`config.mk`:
```
export PLATFORM = sky130hd
export DESIGN_NAME = sliding_window_anagram_matcher_unit
export DESIGN_NICKNAME = d
export VERILOG_FILES = /design/src/rtl/swam_pkg.sv /design/src/rtl/swam_ram.sv /design/src/rtl/swam_out_fifo.sv /design/src/rtl/sliding_window_anagram_matcher_unit.sv
export SDC_FILE = /design/constraint.sdc
export NUM_CORES = 1
export LEC_CHECK = 0
export ABC_AREA = 1
export BUFFER_PORTS_ARGS = -buffer_cell sky130_fd_sc_hd__buf_2
export CAP_MARGIN = 20
export CORE_UTILIZATION = 64
export CTS_BUF_LIST = sky130_fd_sc_hd__clkbuf_16
export DETAILED_ROUTE_END_ITERATION = 8
export PLACE_DENSITY_LB_ADDON = 0.1
export SKIP_LAST_GASP = 1
export SLEW_MARGIN = 20
export SYNTH_ARGS = -nofsm -noshare
export SYNTH_HDL_FRONTEND = slang
export SYNTH_SLANG_ARGS = --single-unit
```
`constraint.sdc`:
```
create_clock -name clk -period 8.41 [get_ports clk]
set_clock_uncertainty 0.1 [all_clocks]
set_input_delay 2.523 -clock clk [delete_from_list [all_inputs] [get_ports clk]]
set_output_delay 2.523 -clock clk [all_outputs]
set_load 0.01 [all_outputs]
```
`src/rtl/swam_pkg.sv`:
```
// ----------------------------------------------------------------------------
// swam_pkg
// Types and fixed constants of the sliding window anagram matcher.
// ----------------------------------------------------------------------------
`default_nettype none

package swam_pkg;

    localparam int ALPHABET_SIZE = 26;
    localparam int LETTER_W      = 5;
    localparam int REQ_W         = 2;
    localparam int S_TDATA_W     = 8;

    // Request kinds on s_tuser
    localparam logic [REQ_W-1:0] REQ_CLEAR   = 2'd0;
    localparam logic [REQ_W-1:0] REQ_PATTERN = 2'd1;
    localparam logic [REQ_W-1:0] REQ_TEXT    = 2'd2;

    // Output queue
    localparam int OUT_DEPTH = 4;
    localparam int OPTR_W    = $clog2(OUT_DEPTH);
    localparam int LVL_W     = $clog2(OUT_DEPTH + 1);

    typedef enum logic [1:0] {
        OP_CLEAR,
        OP_PATTERN,
        OP_TEXT
    } op_t;

    // Control carried along the count update pipeline
    typedef struct packed {
        op_t                 op;
        logic [LETTER_W-1:0] sym;
        logic                has_e;   // entering letter count goes up
        logic                has_o;   // leaving / pattern letter count goes up
        logic                emit;    // window full after this item
    } stage_ctl_t;

    typedef struct packed {
        logic             not_empty;
        logic [LVL_W-1:0] level;
    } ofifo_status_t;

endpackage

`default_nettype wire

```
`src/rtl/swam_ram.sv`:
```
// ----------------------------------------------------------------------------
// swam_ram
// Generic single-write RAM with registered, read-first read ports.
// ----------------------------------------------------------------------------
`default_nettype none

module swam_ram #(
    parameter int WIDTH    = 8,
    parameter int DEPTH    = 32,
    parameter int RD_PORTS = 1,
    localparam int ADDR_W  = (DEPTH > 1) ? $clog2(DEPTH) : 1
) (
    input  wire logic              clk,
    input  wire logic              we,
    input  wire logic [ADDR_W-1:0] waddr,
    input  wire logic [WIDTH-1:0]  wdata,
    input  wire logic [ADDR_W-1:0] raddr [RD_PORTS],
    output logic      [WIDTH-1:0]  rdata [RD_PORTS]
);

    logic [WIDTH-1:0] mem [DEPTH];

    always_ff @(posedge clk)
    begin
        if (we)
        begin
            mem[waddr] <= wdata;
        end
        for (int i = 0; i < RD_PORTS; i++)
        begin
            rdata[i] <= mem[raddr[i]];
        end
    end

endmodule

`default_nettype wire

```
`src/rtl/swam_out_fifo.sv`:
```
// ----------------------------------------------------------------------------
// swam_out_fifo
// Small result queue decoupling the update pipeline from the output stream.
// ----------------------------------------------------------------------------
`default_nettype none

module swam_out_fifo
    import swam_pkg::*;
#(
    parameter int WIDTH = 16
) (
    input  wire logic             clk,
    input  wire logic             rst_n,
    input  wire logic             push,
    input  wire logic [WIDTH-1:0] push_data,
    input  wire logic             pop,
    output logic      [WIDTH-1:0] head_data,
    output ofifo_status_t         status
);

    logic [WIDTH-1:0]  slot_mem [OUT_DEPTH];
    logic [OPTR_W-1:0] wr_ptr_reg;
    logic [OPTR_W-1:0] rd_ptr_reg;
    logic [LVL_W-1:0]  count_reg;
    logic              do_pop;

    assign do_pop = pop && (count_reg != '0);

    // push is never issued when full: the source holds credits for every slot
    always_ff @(posedge clk or negedge rst_n)
    begin
        if (!rst_n)
        begin
            wr_ptr_reg <= '0;
            rd_ptr_reg <= '0;
            count_reg  <= '0;
        end
        else
        begin
            if (push)
            begin
                wr_ptr_reg <= wr_ptr_reg + OPTR_W'(1);
            end
            if (do_pop)
            begin
                rd_ptr_reg <= rd_ptr_reg + OPTR_W'(1);
            end
            count_reg <= count_reg + LVL_W'(push) - LVL_W'(do_pop);
        end
    end

    always_ff @(posedge clk)
    begin
        if (push)
        begin
            slot_mem[wr_ptr_reg] <= push_data;
        end
    end

    assign head_data        = slot_mem[rd_ptr_reg];
    assign status.not_empty = (count_reg != '0);
    assign status.level     = count_reg;

endmodule

`default_nettype wire

```
`src/rtl/sliding_window_anagram_matcher_unit.sv`:
```
// ----------------------------------------------------------------------------
// sliding_window_anagram_matcher_unit
// Reports each text position where the last n letters are an anagram of the
// loaded n-letter pattern.
//
//   channel  dir  signals                       item
//   s_       in   tvalid tready tdata tuser     request: kind + letter
//   m_       out  tvalid tready tdata           match start index
//
// One item per cycle while s_tready is high. Each result passes the two
// update stages and the queue before it shows on m_; the rate is set by the
// read-modify-write of the two letter-count memories, closed each cycle by
// forwarding the last write. Reset is asynchronous; a clear item restores
// the same state in order. s_tready drops only when the 4-entry result queue
// plus the two update stages hold 4 items, i.e. while the output side stalls.
// ----------------------------------------------------------------------------
`default_nettype none

module sliding_window_anagram_matcher_unit
    import swam_pkg::*;
#(
    parameter int MAX_PATTERN   = 64,
    parameter int INDEX_BITS    = 16,
    localparam int OUT_TDATA_W  = ((INDEX_BITS + 7) / 8) * 8
) (
    input  wire logic                   clk,
    input  wire logic                   rst_n,
    input  wire logic                   s_tvalid,
    output logic                        s_tready,
    input  wire logic [S_TDATA_W-1:0]   s_tdata,   // [4:0] symbol, rest zero
    input  wire logic [REQ_W-1:0]       s_tuser,   // [1:0] req_type
    output logic                        m_tvalid,
    input  wire logic                   m_tready,
    output logic      [OUT_TDATA_W-1:0] m_tdata    // [INDEX_BITS-1:0] match_start
);

    localparam int PTR_W  = (MAX_PATTERN > 1) ? $clog2(MAX_PATTERN) : 1;
    localparam int LEN_W  = $clog2(MAX_PATTERN + 1);
    localparam int SLOT_W = LEN_W + 1;
    localparam int BAL_W  = LEN_W + 1;
    localparam int MS_W   = (INDEX_BITS > LEN_W) ? INDEX_BITS : LEN_W;
    localparam int NZ_W   = $clog2(ALPHABET_SIZE + 1);

    // ---------------- front end: window bookkeeping ----------------
    logic [LEN_W-1:0]      plen_reg,    plen_next;
    logic [LEN_W-1:0]      fill_reg,    fill_next;
    logic [PTR_W-1:0]      ptr_reg,     ptr_next;
    logic [INDEX_BITS-1:0] pos_reg,     pos_next;
    logic                  started_reg, started_next;

    logic                  in_acc;
    logic [REQ_W-1:0]      req;
    logic [LETTER_W-1:0]   sym;
    logic                  sym_ok;
    logic                  full;
    logic [LEN_W-1:0]      fill_inc;
    logic [SLOT_W-1:0]     slot_sum;
    logic [PTR_W-1:0]      old_slot;
    logic [PTR_W-1:0]      ptr_inc;
    logic [MS_W-1:0]       ms_full;
    logic                  hist_we;

    logic                  s1_valid_reg, s1_valid_next;
    stage_ctl_t            s1_ctl_reg,   s1_ctl_next;
    logic [INDEX_BITS-1:0] s1_ms_reg;

    logic [PTR_W-1:0]      h_raddr [1];
    logic [LETTER_W-1:0]   h_rdata [1];

    assign in_acc   = s_tvalid && s_tready;
    assign req      = s_tuser;
    assign sym      = s_tdata[LETTER_W-1:0];
    assign sym_ok   = (sym < LETTER_W'(ALPHABET_SIZE));
    assign full     = (fill_reg == plen_reg);
    assign fill_inc = fill_reg + LEN_W'(1);
    assign ptr_inc  = (ptr_reg == PTR_W'(MAX_PATTERN - 1)) ? '0 : ptr_reg + PTR_W'(1);
    assign ms_full  = MS_W'(pos_reg) - MS_W'(plen_reg) + MS_W'(1);

    // slot of the letter leaving the window
    assign slot_sum = SLOT_W'(ptr_reg) + SLOT_W'(MAX_PATTERN) - SLOT_W'(plen_reg);
    always_comb
    begin
        if (slot_sum >= SLOT_W'(MAX_PATTERN))
        begin
            old_slot = PTR_W'(slot_sum - SLOT_W'(MAX_PATTERN));
        end
        else
        begin
            old_slot = PTR_W'(slot_sum);
        end
    end
    assign h_raddr[0] = old_slot;

    always_comb
    begin
        plen_next      = plen_reg;
        fill_next      = fill_reg;
        ptr_next       = ptr_reg;
        pos_next       = pos_reg;
        started_next   = started_reg;
        hist_we        = 1'b0;
        s1_valid_next  = 1'b0;
        s1_ctl_next.op    = OP_CLEAR;
        s1_ctl_next.sym   = sym;
        s1_ctl_next.has_e = 1'b0;
        s1_ctl_next.has_o = 1'b0;
        s1_ctl_next.emit  = 1'b0;
        if (in_acc)
        begin
            unique case (req)
                REQ_CLEAR:
                begin
                    plen_next     = '0;
                    fill_next     = '0;
                    ptr_next      = '0;
                    pos_next      = '0;
                    started_next  = 1'b0;
                    s1_valid_next = 1'b1;
                end
                REQ_PATTERN:
                begin
                    if (sym_ok && !started_reg && (plen_reg < LEN_W'(MAX_PATTERN)))
                    begin
                        plen_next         = plen_reg + LEN_W'(1);
                        s1_valid_next     = 1'b1;
                        s1_ctl_next.op    = OP_PATTERN;
                        s1_ctl_next.has_o = 1'b1;
                    end
                end
                REQ_TEXT:
                begin
                    if (sym_ok)
                    begin
                        started_next = 1'b1;
                        pos_next     = pos_reg + INDEX_BITS'(1);
                        if (plen_reg != '0)
                        begin
                            hist_we           = 1'b1;
                            ptr_next          = ptr_inc;
                            s1_valid_next     = 1'b1;
                            s1_ctl_next.op    = OP_TEXT;
                            s1_ctl_next.has_e = 1'b1;
                            s1_ctl_next.has_o = full;
                            s1_ctl_next.emit  = full || (fill_inc == plen_reg);
                            if (!full)
                            begin
                                fill_next = fill_inc;
                            end
                        end
                    end
                end
                default:
                begin
                end
            endcase
        end
    end

    // history ring: read-first, so a full ring of MAX_PATTERN still sees the
    // leaving letter when the write lands on the same slot
    swam_ram #(
        .WIDTH    (LETTER_W),
        .DEPTH    (MAX_PATTERN),
        .RD_PORTS (1)
    ) u_hist_ram (
        .clk   (clk),
        .we    (hist_we),
        .waddr (ptr_reg),
        .wdata (sym),
        .raddr (h_raddr),
        .rdata (h_rdata)
    );

    // ---------------- count pipeline ----------------
    // balance = enter_count - (pattern + leave_count), each half its own RAM
    logic                  s2_valid_reg;
    stage_ctl_t            s2_ctl_reg;
    logic [LETTER_W-1:0]   s2_o_reg;
    logic [INDEX_BITS-1:0] s2_ms_reg;
    logic [LETTER_W-1:0]   s1_o;

    logic [LETTER_W-1:0]   bal_raddr [2];
    logic [BAL_W-1:0]      a_rdata   [2];
    logic [BAL_W-1:0]      r_rdata   [2];

    logic [ALPHABET_SIZE-1:0] va_reg;
    logic [ALPHABET_SIZE-1:0] vr_reg;
    logic                  fa_v_reg;
    logic [LETTER_W-1:0]   fa_addr_reg;
    logic [BAL_W-1:0]      fa_data_reg;
    logic                  fr_v_reg;
    logic [LETTER_W-1:0]   fr_addr_reg;
    logic [BAL_W-1:0]      fr_data_reg;
    logic [NZ_W-1:0]       nz_reg, nz_next;

    logic [BAL_W-1:0]      a_e, a_o, r_e, r_o;
    logic [BAL_W-1:0]      bal_e, bal_o;
    logic [BAL_W-1:0]      a_wdata, r_wdata;
    logic                  a_we, r_we;
    logic                  same;
    logic                  e_was, e_now, o_was, o_now;
    logic                  up_e, dn_e, up_o, dn_o;
    logic                  push;

    assign s1_o         = (s1_ctl_reg.op == OP_PATTERN) ? s1_ctl_reg.sym : h_rdata[0];
    assign bal_raddr[0] = s1_ctl_reg.sym;
    assign bal_raddr[1] = s1_o;

    // last write wins over the RAM; a never-written letter reads as zero
    always_comb
    begin
        a_e = va_reg[s2_ctl_reg.sym] ? a_rdata[0] : '0;
        a_o = va_reg[s2_o_reg]       ? a_rdata[1] : '0;
        r_e = vr_reg[s2_ctl_reg.sym] ? r_rdata[0] : '0;
        r_o = vr_reg[s2_o_reg]       ? r_rdata[1] : '0;
        if (fa_v_reg && (fa_addr_reg == s2_ctl_reg.sym))
        begin
            a_e = fa_data_reg;
        end
        if (fa_v_reg && (fa_addr_reg == s2_o_reg))
        begin
            a_o = fa_data_reg;
        end
        if (fr_v_reg && (fr_addr_reg == s2_ctl_reg.sym))
        begin
            r_e = fr_data_reg;
        end
        if (fr_v_reg && (fr_addr_reg == s2_o_reg))
        begin
            r_o = fr_data_reg;
        end
    end

    assign bal_e   = a_e - r_e;
    assign bal_o   = a_o - r_o;
    assign a_wdata = a_e + BAL_W'(1);
    assign r_wdata = r_o + BAL_W'(1);
    assign a_we    = s2_valid_reg && s2_ctl_reg.has_e;
    assign r_we    = s2_valid_reg && s2_ctl_reg.has_o;

    // same letter entering and leaving leaves the balance unchanged
    assign same  = s2_ctl_reg.has_e && s2_ctl_reg.has_o && (s2_ctl_reg.sym == s2_o_reg);
    assign e_was = (bal_e != '0);
    assign e_now = ((bal_e + BAL_W'(1)) != '0);
    assign o_was = (bal_o != '0);
    assign o_now = ((bal_o - BAL_W'(1)) != '0);
    assign up_e  = s2_ctl_reg.has_e && !same && !e_was && e_now;
    assign dn_e  = s2_ctl_reg.has_e && !same && e_was && !e_now;
    assign up_o  = s2_ctl_reg.has_o && !same && !o_was && o_now;
    assign dn_o  = s2_ctl_reg.has_o && !same && o_was && !o_now;
    assign nz_next = nz_reg + NZ_W'(up_e) + NZ_W'(up_o) - NZ_W'(dn_e) - NZ_W'(dn_o);

    assign push = s2_valid_reg && (s2_ctl_reg.op == OP_TEXT) && s2_ctl_reg.emit
                  && (nz_next == '0);

    swam_ram #(
        .WIDTH    (BAL_W),
        .DEPTH    (ALPHABET_SIZE),
        .RD_PORTS (2)
    ) u_enter_ram (
        .clk   (clk),
        .we    (a_we),
        .waddr (s2_ctl_reg.sym),
        .wdata (a_wdata),
        .raddr (bal_raddr),
        .rdata (a_rdata)
    );

    swam_ram #(
        .WIDTH    (BAL_W),
        .DEPTH    (ALPHABET_SIZE),
        .RD_PORTS (2)
    ) u_leave_ram (
        .clk   (clk),
        .we    (r_we),
        .waddr (s2_o_reg),
        .wdata (r_wdata),
        .raddr (bal_raddr),
        .rdata (r_rdata)
    );

    always_ff @(posedge clk or negedge rst_n)
    begin
        if (!rst_n)
        begin
            plen_reg     <= '0;
            fill_reg     <= '0;
            ptr_reg      <= '0;
            pos_reg      <= '0;
            started_reg  <= 1'b0;
            s1_valid_reg <= 1'b0;
            s2_valid_reg <= 1'b0;
            va_reg       <= '0;
            vr_reg       <= '0;
            fa_v_reg     <= 1'b0;
            fa_addr_reg  <= '0;
            fa_data_reg  <= '0;
            fr_v_reg     <= 1'b0;
            fr_addr_reg  <= '0;
            fr_data_reg  <= '0;
            nz_reg       <= '0;
        end
        else
        begin
            plen_reg     <= plen_next;
            fill_reg     <= fill_next;
            ptr_reg      <= ptr_next;
            pos_reg      <= pos_next;
            started_reg  <= started_next;
            s1_valid_reg <= s1_valid_next;
            s2_valid_reg <= s1_valid_reg;
            if (s2_valid_reg)
            begin
                if (s2_ctl_reg.op == OP_CLEAR)
                begin
                    va_reg   <= '0;
                    vr_reg   <= '0;
                    fa_v_reg <= 1'b0;
                    fr_v_reg <= 1'b0;
                    nz_reg   <= '0;
                end
                else
                begin
                    nz_reg <= nz_next;
                    if (a_we)
                    begin
                        va_reg[s2_ctl_reg.sym] <= 1'b1;
                        fa_v_reg    <= 1'b1;
                        fa_addr_reg <= s2_ctl_reg.sym;
                        fa_data_reg <= a_wdata;
                    end
                    if (r_we)
                    begin
                        vr_reg[s2_o_reg] <= 1'b1;
                        fr_v_reg    <= 1'b1;
                        fr_addr_reg <= s2_o_reg;
                        fr_data_reg <= r_wdata;
                    end
                end
            end
        end
    end

    always_ff @(posedge clk)
    begin
        s1_ctl_reg <= s1_ctl_next;
        s1_ms_reg  <= ms_full[INDEX_BITS-1:0];
        s2_ctl_reg <= s1_ctl_reg;
        s2_o_reg   <= s1_o;
        s2_ms_reg  <= s1_ms_reg;
    end

    // ---------------- output queue ----------------
    ofifo_status_t        ofifo_st;
    logic [LVL_W-1:0]     committed;

    swam_out_fifo #(
        .WIDTH (OUT_TDATA_W)
    ) u_out_fifo (
        .clk       (clk),
        .rst_n     (rst_n),
        .push      (push),
        .push_data (OUT_TDATA_W'(s2_ms_reg)),
        .pop       (m_tready),
        .head_data (m_tdata),
        .status    (ofifo_st)
    );

    // every item in the two update stages holds a queue slot in reserve
    assign committed = ofifo_st.level + LVL_W'(s1_valid_reg) + LVL_W'(s2_valid_reg);
    assign s_tready  = (committed < LVL_W'(OUT_DEPTH));
    assign m_tvalid  = ofifo_st.not_empty;

endmodule

`default_nettype wire

```
======== Word level (Yosys, flattened, before mapping) ========
Memories as Yosys holds them, arrays and structs flattened. A register that Yosys moved wholly into a read port is not among the register bits.
Index checks and enable logic that the tools add are counted.
cells by class
  $add $sub $neg .......................... 25
  multipliers ............................. 0
  divide/modulo/power cells ............... 0
  magnitude comparators ................... 8
  equality and inequality tests ........... 16
  shifts and indexed selects .............. 0
  mux-type cells .......................... 67
  bitwise gates (word level) .............. 3
  reduce and logical (&&, ||, !) cells .... 57
operators with widths
  operator               number
  $mux 26                4
  $mux 8                 8
  $or 26x26->26          2
  $add 16x1->16 const B  2
  $pmux 16 s2            1
  $reduce_bool 8->1      4
  $mux 7                 4
  $pmux 7 s2             2
  $logic_and 1x1->1      27
  $mux 1                 26
  $eq 5x5->1             5
  $add 8x1->8 const B    3
  $mux 6                 4
  $bmux 1 s5             4
  $mux 16                1
  $sub 16x7->16          1
  $sub 8x8->8            2
  $reduce_and 3->1       5
  $add 7x1->7 const B    2
  $eq 7x7->1             2
  $lt 5x6->1 const B     2
  $pmux 6 s2             1
  $add 5x1->5            2
  $demux 1 s5            2
  other kinds (35)       60
word-level totals
  register bits ........................... 188
  latch bits .............................. 0
  bits in writable memories ............... 800
  ROM bits ................................ 0
  input port bits ......................... 14
  output and inout bits ................... 18
  logic and storage cells ................. 212
  memories ................................ 4
memories
  memory               depth  bits a word  rd ports  clocked after Yosys merged registers in  write ports  line                 text
  u_hist_ram.mem       64     5            1         1                                        1            swam_ram.sv:21       logic [WIDTH-1:0] mem [DEPTH];
  u_enter_ram.mem      26     8            2         2                                        1            swam_ram.sv:21
  u_leave_ram.mem      26     8            2         2                                        1            swam_ram.sv:21
  u_out_fifo.slot_mem  4      16           1         0                                        1            swam_out_fifo.sv:21  logic [WIDTH-1:0] slot_mem [OUT_DEPTH];

======== Longest topological paths before layout ========
Gate-level depths: netlist of run 1.
  depth in word-level cells ............... 17
  mapped depth ............................ 40
  depth with buffers taken out ............ 38

======== Modules after synthesis ========
From an unflattened synthesis of run 1, not the netlist that was laid out.
second synthesis, totals
  cells, all modules ...................... 5,401
  area, all modules ....................... 49,528.8 µm²
modules (own cells, without submodules)
  module                               instances  cells each  area each (µm²)  seq. area each (µm²)
  swam_ram at u_enter_ram ...          2          1,296       11,265.8         6,566.3
  swam_ram at u_hist_ram               1          1,162       13,387.8         9,709.3
  sliding_window_anagram_matcher_unit  1          1,392       10,647.7         4,244.1
  swam_out_fifo                        1          255         2,961.6          2,097.0

======== Worst setup path after synthesis of run 1 ========
No wires, ideal clock.
  path type ............................... register to register
  from .................................... register s2_ctl_reg[3] (netlist name)
  to ...................................... memory u_out_fifo.slot_mem[0][0] (enable)
  library setup time ...................... 0.389 ns
  arrival time ............................ 6.108 ns
  data required time ...................... 7.921 ns
  path slack .............................. 1.814 ns
  cell stages (with the launch flop) ...... 29
  buffers on the path ..................... 3
  period minus slack after synthesis ...... 6.596 ns
  cell sequence ........................... dfxtp_1 buf_6 inv_4 clkbuf_1 o22ai_1 a221oi_1 o2111ai_1 clkbuf_1 nand3_1 o21ai_0 ha_1 fa_1 o21ai_0 nand2_1 nand2_1 a21oi_1 xor2_1 nor4_1 nand2_1 fa_1 fa_1 inv_1 ha_1 inv_1 fa_1 xnor2_1 nor4_1 nand2_1 nor2_1
between the ends
  cells in the longest elaborated chain, start to end .. 17
  elaborated cells between the ends (all ways) .. 39
  classes of those cells .................. 6 x add/sub; 3 x eq/ne; 10 x mux; 20 x reduce/logical
ends and longest elaborated chain
  item                                                                  line                                        text
  start: declaration                                                    sliding_window_anagram_matcher_unit.sv:177  stage_ctl_t s2_ctl_reg;
  start signal: assignment                                              sliding_window_anagram_matcher_unit.sv:348  s2_ctl_reg <= s1_ctl_reg;
  parallel branches: the longest is 12 deep, another holds $sub 8x8->8  --
  $sub 5x1->5 (*)                                                       sliding_window_anagram_matcher_unit.sv:251  assign nz_next = nz_reg + NZ_W'(up_e) + NZ_W'(up_o) - NZ_W'(dn_e) - NZ_W'(dn_o);
  $logic_not 5->1 (*)                                                   sliding_window_anagram_matcher_unit.sv:254  && (nz_next == '0);
  $logic_and 1x1->1 (*)                                                 sliding_window_anagram_matcher_unit.sv:254
  $mux 1 (*)                                                            swam_out_fifo.sv:54                         if (push)
  $mux 1 (implied by the code) (*)                                      swam_out_fifo.sv:56                         slot_mem[wr_ptr_reg] <= push_data;
  end: declaration                                                      swam_out_fifo.sv:21
Mark *: on every way between the ends. The select of a mux whose other input is x is not followed.

======== Worst setup path after layout of run 1 ========
  from .................................... register s2_ctl_reg[3] (netlist name)
  to ...................................... register u_out_fifo.count_reg[2]
between the ends
  cells in the longest elaborated chain, start to end .. 17
  elaborated cells between the ends (all ways) .. 39
  classes of those cells .................. 8 x add/sub; 3 x eq/ne; 8 x mux; 20 x reduce/logical
ends and longest elaborated chain
  item                                                                  line                                        text
  parallel branches: the longest is 12 deep, another holds $sub 8x8->8  --
  $sub 5x1->5 (*)                                                       sliding_window_anagram_matcher_unit.sv:251
  $logic_not 5->1 (*)                                                   sliding_window_anagram_matcher_unit.sv:254
  $logic_and 1x1->1 (*)                                                 sliding_window_anagram_matcher_unit.sv:254
  net push                                                              sliding_window_anagram_matcher_unit.sv:203  logic push;
  $add 3x1->3 (*)                                                       swam_out_fifo.sv:48                         count_reg <= count_reg + LVL_W'(push) - LVL_W'(do_pop);
  $sub 3x1->3 (*)                                                       swam_out_fifo.sv:48
  end signal: assignment                                                swam_out_fifo.sv:48
  end: declaration                                                      swam_out_fifo.sv:24                         logic [LVL_W-1:0] count_reg;
Mark *: on every way through the listed nets, which the timed path passes. The select of a mux whose other input is x is not followed.
A chain may end at the register's enable or synchronous reset.

==> results of run 1 <==
## metal layers
metal | wire [um] | track usage (%) | part of all wire [%]
met1 | 49460 | 47.11 | 39
met2 | 59110 | 53.61 | 46
met5 | 0 | 0 | 0
met4 | 4206 | 12.74 | 3.3
met3 | 14490 | 7.194 | 11
## power by group through the flow
stage	registers, W	logic [W]	clock network [W]
2_1_floorplan	0.00594	0.00449	0
3_3_place_gp	0.00606	0.00629	0
3_5_place_dp	0.00607	0.00642	0
4_1_cts	0.00596	0.00646	0.00440
5_1_grt	0.00599	0.00715	0.00460
6_report	0.00597	0.00660	0.00439
## worst max-delay path by stage
stage                                     start                                   to  slack [ns]  cells after the start
after floorplan           s2_ctl_reg[3]$_DFF_P_  u_out_fifo.slot_mem[0][0]$_DFFE_PP_        1.81                     28
after global placement    s2_ctl_reg[3]$_DFF_P_    u_out_fifo.count_reg[2]$_DFF_PN0_        1.14                     35
after detailed placement  s2_ctl_reg[3]$_DFF_P_    u_out_fifo.count_reg[2]$_DFF_PN0_        1.09                     35
after CTS                 s2_ctl_reg[3]$_DFF_P_    u_out_fifo.count_reg[2]$_DFF_PN0_        1.08                     30
after global routing      s2_ctl_reg[3]$_DFF_P_    u_out_fifo.count_reg[2]$_DFF_PN0_        0.44                     35
final                     s2_ctl_reg[3]$_DFF_P_    u_out_fifo.count_reg[2]$_DFF_PN0_        0.89                     35
## metrics by stage
| stage | power (W) | util, % | instance area (um2) | setup WS, ns |
|---|---|---|---|---|
| after floorplan | 0.01043 | - | 46800 | 1.814 |
| after global placement | 0.01235 | 66.32 | 47730 | 1.139 |
| after detailed placement | 0.01248 | 66.44 | 47820 | 1.088 |
| after CTS | 0.01682 | 70.91 | 51040 | 1.079 |
| after global routing | 0.01774 | 71.01 | 51110 | 0.4395 |
| final | 0.01695 | 71.01 | 51110 | 0.8933 |
## cells in the final DEF (no fill, tap or decap), drive strengths merged, types with 53 or more instances in the layout
cell type | Yosys | routed
a21oi | 167 | 167
dfxtp | 94 | 94
o221ai | 80 | 80
a31oi | 63 | 63
clkinv | 7 | 53
o211ai | 58 | 58
buf | 55 | 111
o32ai | 81 | 81
ha | 68 | 68
clkbuf | 221 | 103
nor2 | 931 | 931
dfrtp | 131 | 131
inv | 267 | 296
edfxtp | 800 | 800
nand3 | 168 | 168
nand2 | 424 | 424
o22ai | 86 | 86
o21ai | 686 | 686
## logic make-up after synthesis
family	share of synthesized area [%]
buf+inv	4.607
flops	62.36
mux	0.02139
compound gates	15.90
fa+ha+maj	2.160
xor+xnor	1.176
simple gates	13.77
## cell type report
cell class	instances	area (um2)	share of cell area, %
clock buffer	103	2577	5.043
clock inverter	87	641.9	1.256
sequential	1025	29190	57.12
tap	950	1189	2.326
inverter	274	1046	2.047
multi-input combinational	2998	15660	30.65
timing repair buffer	111	800.8	1.567
==> key figures, run 1 <==
Status
  – Status: finished clean

Floorplanning
  – Die H: 272.4 um
  – Die W: 272.4 um
  – FP Rows: 98
  – Die area: 74210 um2
  – Core Box Area: 71980 um2
  – Initial Util: 65.02%
  – I/O pin count: 32

Logic synthesis
  – Most frequent cell after synthesis: nor2_1
  – Distinct cells, synth: 65
  – Post-synth top cells: nor2_1, edfxtp_1, o21ai_0, nand2_1, inv_1
  – Post-synth top flop: edfxtp_1
  – Synthesized flop and latch total: 1025
  – Synth Net Count: 4663
  – Post-Syn Area: 46800 um2
  – Post-synth EDFFs: 800
  – Area contributors post-synth: edfxtp_1, nor2_1, o21ai_0
  – Seq/Total Area, Yosys: 62.36%
  – Post-synth ARST share: 12.78%
  – Area leader, netlist: edfxtp_1
  – Syn Inst Count: 4573
  – Post-synth top area share: 51.33%
  – Ys Warns: 0
  – Avg Synthesized Cell Area: 10.23 um2

STA
  – Fmax: 133.0 MHz
  – Least-Margin Pin Slew: 1.206 ns
  – Worst rel slew slack: 19.33%
  – Final period utilization: 89.38%
  – Worst hold slack: 0.2261 ns
  – Sum Neg Setup Slack: 0 ns
  – RSZ-0062 raised after global routing: false
  – Slew Viols, Final: 0
  – Clock period minus final worst setup slack: 7.517 ns
  – Final setup violation count: 0
  – Final hold vios: 0

Worst setup path
  – Worst setup EP type: flip-flop
  – Critical Path Fanout Max: 16
  – R2R cell count: 35
  – FF-to-FF Start: s2_ctl_reg[3]$_DFF_P_
  – Critical Path Start Type: flip-flop
  – Most used cell, CP: nand2_1
  – Capturing point of the worst reg2reg path: u_out_fifo.count_reg[2]$_DFF_PN0_
  – R2R Setup Slk: 0.89 ns
  – Slowest-stage cell, CP: dfxtp_1
  – CP Class: reg2reg
  – CP delay by family, top: adder cells
  – Crit path largest cell delay: 0.83 ns
  – Crit path buffers/inverters: 5
  – WP data arrival: 7.97 ns
  – Worst EP required: 8.86 ns

Worst hold path
  – Hold_sp: s1_ms_reg[14]$_DFF_P_
  – WHS Endpoint: s2_ms_reg[14]$_DFF_P_
  – Hold depth: 0
  – Hold Path Class: reg2reg

Clock tree
  – CTS root buf: clkbuf_16
  – Clock latency on the worst-skew pair: 0.69 ns
  – Clk sink count: 1025
  – Hold buffer count at CTS: 0
  – CTS Buffer Depth: 3
  – Clock Pin Slew Worst Setup and Hold Paths: 0.07 ns
  – # resized after CTS: 0
  – H-tree depth: 3
  – TritonCTS clock tree: done
  – Postcts setup bufs: 0
  – CTS Buf Count: 101

GRT
  – GR Overflow Total: 0
  – Largest net degree at the start of global routing: 118
  – Vias in the first global route: 33640
  – GRT Total Usage: 34.12%
  – First-pass GRT wire length: 192.7 mm
  – Initial antenna violation count: 2

Pwr
  – Worst VDD drop: 0.3050 mV
  – Internal power: 0.01016 W
  – Sequential share of power: 35.2%
  – Combinational fraction of design power: 38.9%
  – Sw Ratio: 40.08%
  – Cell area power density: 331.7 nW/um2
  – Clk pwr share: 25.9%
  – Psw: 0.006795 W
  – Leakage power: 18.52 nW

Placement
  – DP HPWL: 75.93 mm
  – Placed cell count: 5355
  – Buffers on Ports: 28
  – Routability cong.: 0.9499

Finish
  – Area grow syn2layout: 9.213%
  – Fill cells: 5077
  – Max reg flops: 320
  – Top flop regs: u_hist_ram.mem x320, u_enter_ram.mem x208, u_leave_ram.mem x208
  – Diodes inserted: 0
  – Reg with most FFs: u_hist_ram.mem
  – Net count, final: 4601
  – Ratio of cells with drive above 1 in the final layout: 7.221%
  – Fin cells: 5548

Routing
  – Vias: 35848
  – Final WL: 127.3 mm
  – Antenna viol nets, final: 0
  – Residual DRC: 0
  – Initial DRC count: 5344
  – Via/cell ratio: 6.461
  – Pre-antenna DRT Iters: 7
  – WL per Instance: 22.94 um

Flow run
  – # Max-Cap Violations: 0
Power figures use the tool's default switching activity.
==> run 2: changes to the inputs <==
--- a/config.mk
+++ b/config.mk
@@ -5,7 +5,6 @@
 export SDC_FILE = /design/constraint.sdc
 export NUM_CORES = 1
 export LEC_CHECK = 0
-export ABC_AREA = 1
 export BUFFER_PORTS_ARGS = -buffer_cell sky130_fd_sc_hd__buf_2
 export CAP_MARGIN = 20
 export CORE_UTILIZATION = 64
==> run 2 against run 1 <==
Compared with the run above:
- combinational power down 11%
- worst hold slack is essentially flat
- sequential cell count did not move
- clock power about the same
- fmax is 5.4% lower
- critical path type unchanged
- first-iteration DRC count decreased by 32%
- register-to-register slack got worse by 0.43 ns
- final area down 0.88%
- worst setup slack worse by 0.43 ns
==> key figures, run 2 <==
Status
  – Status: finished clean

Worst hold path
  – Hold_sp: s1_ms_reg[12]$_DFF_P_
  – Hold depth: 0 (unchanged)
  – WHS Endpoint: s2_ms_reg[12]$_DFF_P_
  – Hold Path Class: reg2reg

Pwr
  – Clk pwr share: 26.9% (+1.0 points)
  – Psw: 0.005586 W (-18%)
  – Internal power: 0.01078 W (+6.1%)
  – Sw Ratio: 34.13% (-6.0 points)
  – Leakage power: 18.06 nW (-2.5%)
  – Sequential share of power: 37.3% (+2.1 points)
  – Combinational fraction of design power: 35.8% (-3.1 points)
  – Worst VDD drop: 0.2468 mV (-19%)
  – Overall power: 0.01637 W (-3.5%)
  – Cell area power density: 323.1 nW/um2 (-2.6%)

Finish
  – Reg with most FFs: u_hist_ram.mem
  – Design area: 50660 um2 (-0.88%)
  – Commonest non-fill, non-tap cell in the layout: edfxtp_1
  – Area grow syn2layout: 10.09%
  – Net count, final: 3366 (-27%)
  – Ratio of cells with drive above 1 in the final layout: 17.00% (+9.8 points)
  – Top flop regs: u_hist_ram.mem x320, u_enter_ram.mem x208, u_leave_ram.mem x208
  – Most frequent cells in the layout: edfxtp_1, nand2_1, nor2_1
  – Fill cells: 4446 (-12%)
  – Diodes inserted: 0 (unchanged)
  – Max reg flops: 320 (unchanged)

Placement
  – Placed cell areas: 47240 um2 (-1.2%)
  – DP HPWL: 66.90 mm (-12%)
  – Routability cong.: 0.8520 (-10%)
  – Buffers on Ports: 28 (unchanged)

Routing
  – Residual DRC: 0 (unchanged)
  – Initial DRC count: 3630 (-32%)
  – Final WL: 112.3 mm (-12%)
  – DR top layer: met5
  – Via/cell ratio: 6.668 (+3.2%)
  – Pre-antenna DRT Iters: 6 (-1)
  – WL per Instance: 26.08 um (+14%)
  – Routed met3 length: 9.241 mm (-36%)
  – Met2 Wirelength: 56.44 mm (-4.5%)
  – Wl on met1: 43.02 mm (-13%)
  – Antenna viol nets, final: 0 (unchanged)
  – Vias: 28699 (-20%)

Floorplanning
  – Initial Util: 65.14% (+0.12 points)
  – Die H: 270.1 um (-0.84%)
  – FP Rows: 97 (-1.0%)
  – Die area: 72970 um2 (-1.7%)
  – I/O pin count: 32 (unchanged)
  – Die W: 270.1 um (-0.84%)
  – Core Box Area: 70640 um2 (-1.9%)

Logic synthesis
  – Seq/Total Area, Yosys: 63.42% (+1.1 points)
  – Avg Synthesized Cell Area: 14.05 um2 (+37%)
  – Distinct cells, synth: 76 (+17%)
  – Post-Syn Area: 46010 um2 (-1.7%)
  – Syn Inst Count: 3276 (-28%)
  – Post-synth top area share: 52.21% (+0.88 points)
  – Synthesized flop and latch total: 1025 (unchanged)
  – Post-synth top flop: edfxtp_1
  – Post-synth top cells: edfxtp_1, nand2_1, nor2_1, mux4_2, nand3_1
  – Area contributors post-synth: edfxtp_1, mux4_2, dfrtp_1
  – Post-synth ARST share: 12.78% (unchanged)
  – Most frequent cell after synthesis: edfxtp_1
  – Ys Warns: 0 (unchanged)
  – Synth Net Count: 3366 (-28%)
  – Area leader, netlist: edfxtp_1
  – Post-synth EDFFs: 800 (unchanged)

GRT
  – GRT Total Usage: 31.01% (-3.1 points)
  – GR Overflow Total: 0 (unchanged)
  – Largest net degree at the start of global routing: 93 (-21%)
  – Initial antenna violation count: 5 (+3)
  – First-pass GRT wire length: 170.9 mm (-11%)
  – Vias in the first global route: 28835 (-14%)

Clock tree
  – # resized after CTS: 0 (unchanged)
  – H-tree depth: 3 (unchanged)
  – CTS root buf: clkbuf_16
  – TritonCTS clock tree: done
  – Clock latency on the worst-skew pair: 0.66 ns (-0.03 ns)
  – Clk sink count: 1025 (unchanged)
  – CTS Buffer Depth: 3 (unchanged)
  – CTS Buf Count: 101 (unchanged)
  – Postcts setup bufs: 0 (unchanged)
  – Clock Pin Slew Worst Setup and Hold Paths: 0.06 ns (about the same)
  – Hold buffer count at CTS: 0 (unchanged)

Worst setup path
  – FF-to-FF Start: s2_o_reg[2]$_DFF_P_
  – R2R Setup Slk: 0.46 ns (-0.43 ns)
  – CP Class: reg2reg
  – Capturing point of the worst reg2reg path: u_out_fifo.count_reg[1]$_DFF_PN0_
  – R2R cell count: 25 (-29%)
  – Critical Path Start Type: flip-flop
  – WP data arrival: 8.37 ns (+0.40 ns)
  – Critical Path Fanout Max: 15 (-1)
  – Worst EP required: 8.83 ns (-0.03 ns)
  – Worst setup EP type: flip-flop

STA
  – Final hold vios: 0 (unchanged)
  – RSZ-0062 raised after global routing: false
  – Clock period minus final worst setup slack: 7.945 ns (+0.4283 ns)
  – Fmax: 125.9 MHz (-5.4%)
  – Slew Viols, Final: 0 (unchanged)
  – Final setup violation count: 0 (unchanged)
  – Sum Neg Setup Slack: 0 ns (unchanged)
  – Worst rel slew slack: 18.49% (-0.84 points)
  – Final period utilization: 94.47% (+5.1 points)
  – Least-Margin Pin Slew: 1.218 ns (+0.01263 ns)

Flow run
  – # Max-Cap Violations: 0 (unchanged)
==> run 2: metal layers <==
layer  up-vias  global-route usage [%]
li1      12410                       -
met1     14536                   42.07
met2      1464                   51.67
met3       283                   5.068
met4         6                   10.18
met5         -                       0
==> run 2: layout make-up <==
cell class / count / area [um2] / share of cell area, %
repair buffers: 102 / 768.2 / 1.516
clock buffers: 103 / 2577 / 5.088
clock inverters: 88 / 663.1 / 1.309
well taps: 940 / 1176 / 2.322
inverters: 75 / 287.8 / 0.5681
multi-input cells: 1971 / 15990 / 31.56
flip-flops and latches: 1025 / 29200 / 57.63
==> run 2: cell families (layout without fill, tap and decap cells) <==
kind of cell	Yosys count	count (layout)	synth area share, %
muxes	330	330	14.02
and+or+nand+nor	1138	1138	11.05
xor gates and xnor gates	84	84	1.599
adders and majority gates	76	76	2.197
DFF	1025	1025	63.42
buffers and inverters	280	368	2.425
AOI/OAI and AO/OA	343	343	5.283
==> run 2: power groups by stage <==
stage	clock, W	sequential, W	combinational (W)
2_1_floorplan	0	0.00601	0.00426
3_3_place_gp	0	0.00619	0.00557
3_5_place_dp	0	0.00621	0.00575
4_1_cts	0.00444	0.00610	0.00581
5_1_grt	0.00463	0.00613	0.00629
6_report	0.00440	0.00610	0.00586
==> run 2: how the worst max path moves through the flow <==
stage / start / endpoint
finish: s2_o_reg[2]$_DFF_P_ / u_out_fifo.count_reg[1]$_DFF_PN0_
detailed placement: s2_ctl_reg[3]$_DFF_P_ / u_out_fifo.count_reg[1]$_DFF_PN0_
global route: s2_o_reg[2]$_DFF_P_ / u_out_fifo.count_reg[1]$_DFF_PN0_
global placement: s2_ctl_reg[3]$_DFF_P_ / u_out_fifo.count_reg[1]$_DFF_PN0_
floorplan: s2_ctl_reg[3]$_DFF_P_ / u_out_fifo.slot_mem[0][0]$_DFFE_PP_
CTS: s2_ctl_reg[3]$_DFF_P_ / u_out_fifo.count_reg[1]$_DFF_PN0_
==> run 2: critical path, cell delays in order (launching register included) <==
cell	delay (ns)
dfxtp_1	0.72
or3b_1	0.54
o221ai_1	0.24
o31a_1	0.30
nor2_1	0.08
nor2_1	0.41
a22o_1	0.27
ha_1	0.25
a21o_1	0.15
a21oi_1	0.39
o21a_1	0.25
o31ai_1	0.14
a221o_1	0.34
nor4_2	0.28
nor3b_2	0.25
fa_1	0.55
fa_1	0.41
inv_1	0.07
ha_1	0.16
inv_1	0.06
fa_1	0.53
nand4_1	0.08
nor3_1	0.14
and3_1	0.41
ha_1	0.25
fa_1	0.43
==> run 2: through the flow <==
| stage | instances | hold slack, ns | setup slack, ns | util, % |
|---|---|---|---|---|
| after floorplan | 3276 | 0.2096 | 1.207 | - |
| after global placement | 4110 | 0.2146 | 0.7211 | 66.86 |
| after detailed placement | 4110 | 0.2136 | 0.6218 | 66.88 |
| after CTS | 4301 | 0.2264 | 0.5658 | 71.47 |
| after global routing | 4304 | 0.2325 | 0.1188 | 71.72 |
| final | 4304 | 0.2264 | 0.4650 | 71.72 |
